`src/rtl/tcc_pkg.sv`:
```
// Shared types, field layout and constants of the text console cell engine.
`default_nettype none

package tcc_pkg;

    // default geometry
    localparam int DEF_MAX_COLS = 128;
    localparam int DEF_MAX_ROWS = 64;
    localparam int DEF_TAB_STOP = 8;

    // field widths
    localparam int CMD_W   = 3;
    localparam int CHAR_W  = 8;
    localparam int POSX_W  = 7;
    localparam int POSY_W  = 6;
    localparam int COLOR_W = 8;
    localparam int CELL_W  = CHAR_W + COLOR_W;

    // configuration registers
    localparam int CFG_IDX_W  = 2;
    localparam int CFG_DATA_W = 8;
    localparam int ACOLS_W    = 8;
    localparam int AROWS_W    = 7;
    localparam int RSVD_W     = 6;

    localparam logic [COLOR_W-1:0] RESET_TEXT_COLOR = 8'h0F;
    localparam logic [ACOLS_W-1:0] RESET_ACOLS      = 8'd80;
    localparam logic [AROWS_W-1:0] RESET_AROWS      = 7'd25;
    localparam logic [RSVD_W-1:0]  RESET_RSVD       = 6'd0;

    // request layout: cmd, char_code, pos_x, pos_y, cell_color from bit 0 up
    localparam int OFS_CHAR   = CMD_W;
    localparam int OFS_POSX   = OFS_CHAR + CHAR_W;
    localparam int OFS_POSY   = OFS_POSX + POSX_W;
    localparam int OFS_COLOR  = OFS_POSY + POSY_W;
    localparam int IN_BITS    = OFS_COLOR + COLOR_W;
    localparam int IN_DATA_W  = ((IN_BITS + 7) / 8) * 8;

    // result layout: cursor_col, cursor_row, scrolled, read_char, read_color
    localparam int OFS_OROW   = POSX_W;
    localparam int OFS_SCROLL = OFS_OROW + POSY_W;
    localparam int OFS_RCHAR  = OFS_SCROLL + 1;
    localparam int OFS_RCOLOR = OFS_RCHAR + CHAR_W;
    localparam int OUT_BITS   = OFS_RCOLOR + COLOR_W;
    localparam int OUT_DATA_W = ((OUT_BITS + 7) / 8) * 8;

    // character codes
    localparam logic [CHAR_W-1:0] CH_BS    = 8'h08;
    localparam logic [CHAR_W-1:0] CH_TAB   = 8'h09;
    localparam logic [CHAR_W-1:0] CH_LF    = 8'h0A;
    localparam logic [CHAR_W-1:0] CH_CR    = 8'h0D;
    localparam logic [CHAR_W-1:0] CH_SPACE = 8'h20;

    localparam logic [CELL_W-1:0] RESET_BLANK = {RESET_TEXT_COLOR, CH_SPACE};

    typedef enum logic [CMD_W-1:0] {
        CMD_PUT        = 3'd0,
        CMD_WRITE      = 3'd1,
        CMD_SET_CURSOR = 3'd2,
        CMD_READ       = 3'd3,
        CMD_CLEAR      = 3'd4
    } t_cmd;

    typedef enum logic [CFG_IDX_W-1:0] {
        CFG_TEXT_COLOR    = 2'd0,
        CFG_ACTIVE_COLS   = 2'd1,
        CFG_ACTIVE_ROWS   = 2'd2,
        CFG_RESERVED_ROWS = 2'd3
    } t_cfg_idx;

    typedef enum logic [1:0] {
        ST_INIT,
        ST_SWEEP,
        ST_IDLE,
        ST_READ
    } t_state;

endpackage

`default_nettype wire

```
`src/rtl/tcc_sweep.sv`:
```
// Store sweep: row copy for scrolling, then blank fill, one cell per cycle.
`default_nettype none

module tcc_sweep import tcc_pkg::*; #(
    parameter int MAX_COLS = DEF_MAX_COLS,
    parameter int MAX_ROWS = DEF_MAX_ROWS,
    localparam int COL_W = $clog2(MAX_COLS),
    localparam int ROW_W = $clog2(MAX_ROWS),
    localparam int AW    = $clog2(MAX_COLS * MAX_ROWS)
) (
    input  logic              i_clk,
    input  logic              i_rst_n,
    input  logic              i_start,
    input  logic [ROW_W-1:0]  i_copy_rows,
    input  logic [ROW_W-1:0]  i_last_row,
    input  logic [CELL_W-1:0] i_blank,
    input  logic [CELL_W-1:0] i_rdata,
    output logic              o_busy,
    output logic              o_re,
    output logic [AW-1:0]     o_raddr,
    output logic              o_we,
    output logic [AW-1:0]     o_waddr,
    output logic [CELL_W-1:0] o_wdata
);

    logic              r_busy, n_busy;
    logic [AW-1:0]     r_addr, n_addr;
    logic [COL_W-1:0]  r_col, n_col;
    logic [ROW_W-1:0]  r_row, n_row;
    logic [ROW_W-1:0]  r_copy_rows;
    logic [ROW_W-1:0]  r_last_row;
    logic [CELL_W-1:0] r_blank;
    logic              r_wr_vld;
    logic              r_wr_copy;
    logic [AW-1:0]     r_wr_addr;
    logic              copying;
    logic              at_end;

    assign copying = r_row < r_copy_rows;
    assign at_end  = (r_row == r_last_row) && (r_col == COL_W'(MAX_COLS - 1));

    always_comb begin
        n_busy = r_busy;
        n_addr = r_addr;
        n_col  = r_col;
        n_row  = r_row;
        if (i_start) begin
            n_busy = 1'b1;
            n_addr = '0;
            n_col  = '0;
            n_row  = '0;
        end else if (r_busy) begin
            n_addr = r_addr + AW'(1);
            if (r_col == COL_W'(MAX_COLS - 1)) begin
                n_col = '0;
                n_row = r_row + ROW_W'(1);
            end else begin
                n_col = r_col + COL_W'(1);
            end
            if (at_end) begin
                n_busy = 1'b0;
            end
        end
    end

    always_ff @(posedge i_clk) begin
        if (!i_rst_n) begin
            r_busy   <= 1'b0;
            r_wr_vld <= 1'b0;
        end else begin
            r_busy   <= n_busy;
            r_wr_vld <= r_busy;
        end
    end

    always_ff @(posedge i_clk) begin
        r_addr    <= n_addr;
        r_col     <= n_col;
        r_row     <= n_row;
        r_wr_copy <= copying;
        r_wr_addr <= r_addr;
        if (i_start) begin
            r_copy_rows <= i_copy_rows;
            r_last_row  <= i_last_row;
            r_blank     <= i_blank;
        end
    end

    // copy reads the cell one row below; its write lands in the following cycle
    assign o_re    = r_busy && copying;
    assign o_raddr = r_addr + AW'(MAX_COLS);
    assign o_we    = r_wr_vld;
    assign o_waddr = r_wr_addr;
    assign o_wdata = r_wr_copy ? i_rdata : r_blank;
    assign o_busy  = r_busy | r_wr_vld;

endmodule

`default_nettype wire

```
`config.mk`:
```
export PLATFORM = sky130hd
export DESIGN_NAME = tcc_sweep
export DESIGN_NICKNAME = d
export VERILOG_FILES = /design/src/rtl/tcc_pkg.sv /design/src/rtl/tcc_sweep.sv
export SDC_FILE = /design/constraint.sdc
export NUM_CORES = 1
export LEC_CHECK = 0
export ABC_AREA = 0
export BUFFER_PORTS_ARGS = -buffer_cell sky130_fd_sc_hd__buf_2
export CAP_MARGIN = 20
export CORE_MARGIN = 3
export CORE_UTILIZATION = 50
export CTS_BUF_LIST = sky130_fd_sc_hd__clkbuf_4 sky130_fd_sc_hd__clkbuf_8 sky130_fd_sc_hd__clkbuf_16
export DETAILED_ROUTE_END_ITERATION = 10
export PLACE_DENSITY = 0.8
export SLEW_MARGIN = 20
export SYNTH_ARGS = -nofsm -noshare
export SYNTH_HDL_FRONTEND = slang
export SYNTH_SLANG_ARGS = --single-unit
```
`constraint.sdc`:
```
create_clock -name i_clk -period 2.1 [get_ports i_clk]
set_clock_uncertainty 0.05 [all_clocks]
set_input_delay 0.42 -clock i_clk [delete_from_list [all_inputs] [get_ports i_clk]]
set_output_delay 0.42 -clock i_clk [all_outputs]
set_load 0.01 [all_outputs]
```
==> results.md <==
GRT:
- The largest net degree at the start of global routing is 35.
- The first-pass GRT wire length is 8.500 mm.
- The via count of the first global-routing pass was 1878.
- The fraction of met3 tracks used by global routing is 0.06098.
- The met1 layer usage reported by global route is 0.2140.
- Summed over all layers, the global routing overflow is 0.
- The initial antenna violation count is 0.
- The most used routing layer is met2.
- The met2 capacity usage during global routing is 0.2726.
- The overall routing resource usage is 0.1740.

Detailed routing:
- The post-route antenna net violation count is 0.
- For this block, the initial DRC count from the detailed router was 109.
- The routed via count divided by cell count is 4.889.
- The number of iterations in the first detailed-routing pass is 4.
- The routed wirelength normalized by instance count is 13.27 µm.
- The via count of the routed design is 1975.
- After detailed routing, the number of remaining DRC violations is 0.
- The detailed-route wire length is 5.360 mm.

Synthesis:
- The multiplexer share of the synthesized area is 0.07083.
- The prevailing post-synth register cell is dfxtp_1.
- The area share of the largest cell type after synthesis is 0.2975.
- Of the total synthesized cell area, the portion taken by XOR and XNOR cells is 0.08676.
- Counting flops with a built-in enable in the synthesized netlist gives 28.
- The synthesis warning total is 0.
- Synthesis produced 237 cells.
- The netlist uses 34 different library cells.
- The most common cell in the synthesized netlist is dfxtp_1.
- The area share of fa/ha/maj cells after synthesis is 0.03984.
- The average cell area after synthesis is 11.93 µm².
- The net count after synthesis is 293.
- The combinational family with the most area after synthesis is simple AND/OR/NAND/NOR gates.
- The synthesized design spends more area on one cell type than any other, namely dfxtp_1.
- The total of flip-flops plus latches after synthesis is 70.
- Of all flip-flops after synthesis, the portion carrying an async set or reset was 0.
- The share of the synthesized area in compound gates (AO/OA/AOI/OAI) is 0.03409.
- Of the total synthesized cell area, the portion taken by AND, OR, NAND and NOR gates is 0.1279.
- The synthesized netlist occupies a cell area of 2826 µm².
- Yosys attributes the largest share of cell area to dfxtp_1 30%, edfxtp_1 30%, mux2_2 6.4%.
- The commonest cells after synthesis are 42 x dfxtp_1, 28 x edfxtp_1, 19 x nor2_1, 16 x mux2_2.
- For this run, the register share of the synthesized area comes to 0.5950.

CTS:
- The buffer cell driving the clock tree root is clkbuf_8.
- The number of buffers between clock root and the deepest sink is 2.
- TritonCTS built the clock tree.
- The worst-skew pair later-pin latency is 330 ps.
- Buffers inserted during clock tree synthesis total 9.
- The number of hold buffers added after CTS was 0.
- Post-CTS timing repair inserted 0 buffers for setup.
- Clock-pin slew was measured on the worst setup and hold paths at 80 ps.
- The H-tree depth is 3.
- The number of clock sinks is 70.

Timing:
- Across all setup checks in the final design, the least slack found is -185.2 ps.
- The worst slew margin relative to its limit is 0.7473.
- For the pin with the worst max-slew slack, the measured transition is 377.9 ps.
- The highest attainable clock frequency is 437.6 MHz.
- The portion of the clock cycle consumed by the worst path in the final layout is 1.088.
- The final-report max-slew violation count came to 0.
- Setup violations remaining at the end of the flow were counted as 1.
- For the finished layout, the period the worst path requires is 2285 ps.
- Setup repair after global routing could not meet its margin everywhere.
- The hold violation count in the final report came to 0.
- The setup TNS is -185.2 ps.

Setup path:
- For the worst setup path, the data required time is 1630 ps.
- Measured in cells, the most critical reg-to-reg path has a length of 5.
- The endpoint kind of the worst setup timing path is an output pin.
- In this run the critical register-to-register path is launched from r_col[0].
- The capture instance of the worst register-to-register path is r_busy.
- The nature of the critical path startpoint is a flop.
- The critical path is of the reg2out type.
- STA puts the critical path data arrival time at 1820 ps.
- The worst setup path startpoint is r_copy_rows[1].
- The largest fanout on the critical path is 2.
- The critical path goes through inv_1, ha_1, a21o_1, a21o_1, a2111oi_4, buf_2.
- The slowest stage of the critical path belongs to the cell edfxtp_1.
- In this design, the stage delay of the slowest critical-path cell is 370 ps.
- Setup slack on the worst reg-to-reg path comes out at 330 ps.
- The cell that appears most often on the critical path is a21o_1.

Finish:
- The proportion of layout cells with a drive suffix above 1 is 0.3982.
- The share of the core filled with cells in the final layout is 0.6705.
- The filler cells instantiated in the layout total 416.
- The final layout contains 385 nets.
- Relative to the synthesized area, the layout overhead comes to 25.01%.
- The antenna cell count is 0.

Power and ir drop:
- The reported leakage power is 1.576 nW.
- VDD sags by at most 508.6 µV.
- The design draws 2.669 mW.
- Dividing total power by cell area gives a power density of 755.2 nW/µm².

Die:
- The number of top-level design ports is 92.
- From bottom edge to top edge, the die measures 81.19 µm.
- The die covers 6591 µm².
- The die is 81.19 µm wide.
- After floorplanning, the core was divided into 26 placement rows.
- The initial cell density of the core is 0.5363.
- The core outline area is 5270 µm².

Placement:
- The setup slack after placement is 80.19 ps.
- The number of buffer cells added on primary ports is 91.
- Routability-driven placement finished with a final weighted congestion of 0.7820.
- The half-perimeter wire length after detailed placement is 4.033 mm.

Hold path:
- The hold-critical path endpoint is r_blank[13].
- Counting instances, the worst hold path has a depth of 1.
- The startpoint identified for the worst hold timing path is i_blank[13].
- The type of the tightest min-delay check is in2reg.

Status:
- The run finished, with violations left.
- The final reports fail on negative setup slack.

Run:
- Max-cap violations in this run came to 0.
-- sequential cells by signal, summed over array words and instances, names as in the netlist --
register,cells
r_blank,16
o_waddr,13
r_addr,13
r_col,7
r_copy_rows,6
r_last_row,6
r_row,6
o_we,1
r_busy,1
r_wr_copy,1
-- through the flow --
stage | hold WS, ps | instance area (µm²) | cells
6_report | 205.7 | 3533 | 404
5_1_grt | 173.9 | 3533 | 404
4_1_cts | 183.2 | 3521 | 404
3_5_place_dp | 331.8 | 3336 | 388
3_3_place_gp | 330.9 | 3336 | 388
2_1_floorplan | 324.1 | 2826 | 237
-- repair_timing --
item / in CTS / in global routing
pin swaps: 0 / 1
hold endpoints to repair: 0 / 0
resized for setup: 1 / 1
endpoints found under the setup margin: 1 / 1
-- worst max-delay path: cells and delay by family (launching register included) --
family / cells / cell delay, ps
buffers and inverters: 2 / 250
flip-flops: 1 / 370
AO/OA/AOI/OAI: 3 / 640
adder cells (fa/ha/maj): 1 / 220
-- area by class of cell --
cell class	instances	area (µm²)	area share
Sequential cell	70	1682	0.4759
Multi-Input combinational cell	142	1033	0.2925
Timing Repair Buffer	98	520.5	0.1473
Clock buffer	12	158.9	0.04497
Tap cell	70	87.58	0.02479
Inverter	8	30.03	0.008499
Clock inverter	4	21.27	0.006020
-- power breakdown --
group	switching (mW)	internal [mW]	total, mW
clock	0.462	0.501	0.963
combinational	0.0946	0.102	0.197
sequential	0.0318	1.48	1.51
-- metal layers --
| layer | routed length [µm] | up-vias | part of all wire |
|---|---|---|---|
| met5 | 0 | - | 0 |
| met2 | 2721 | 51 | 0.51 |
| met3 | 298 | 7 | 0.056 |
| li1 | - | 1005 | - |
| met4 | 87 | 0 | 0.016 |
| met1 | 2253 | 912 | 0.42 |
-- cells in the final DEF (no fill, tap or decap), types with 9 or more instances in the layout --
master and count:
xnor2_1 14, dfxtp_1 42, buf_2 91, clkbuf_8 11, edfxtp_1 28, nor2_1 19
nand2_1 11, ha_1 9, xor2_1 14, mux2_2 16, nand4_1 9
-- worst max path at each step --
stage | depth (start not counted) | endpoint | slack [ps]
4_1_cts | 6 | o_re | -240
2_1_floorplan | 4 | o_re | 130
3_5_place_dp | 6 | o_re | 80
6_report | 6 | o_re | -190
5_1_grt | 6 | o_re | -270
3_3_place_gp | 6 | o_re | 140
-- logic make-up (layout without fill, tap and decap cells) --
kind of cell	Yosys count	count (layout)
compound gates	16	16
fa+ha+maj	9	9
mux	18	18
flops	70	70
simple gates	71	71
buf+inv	25	122
xor+xnor	28	28
Power figures use the tool's default switching activity.
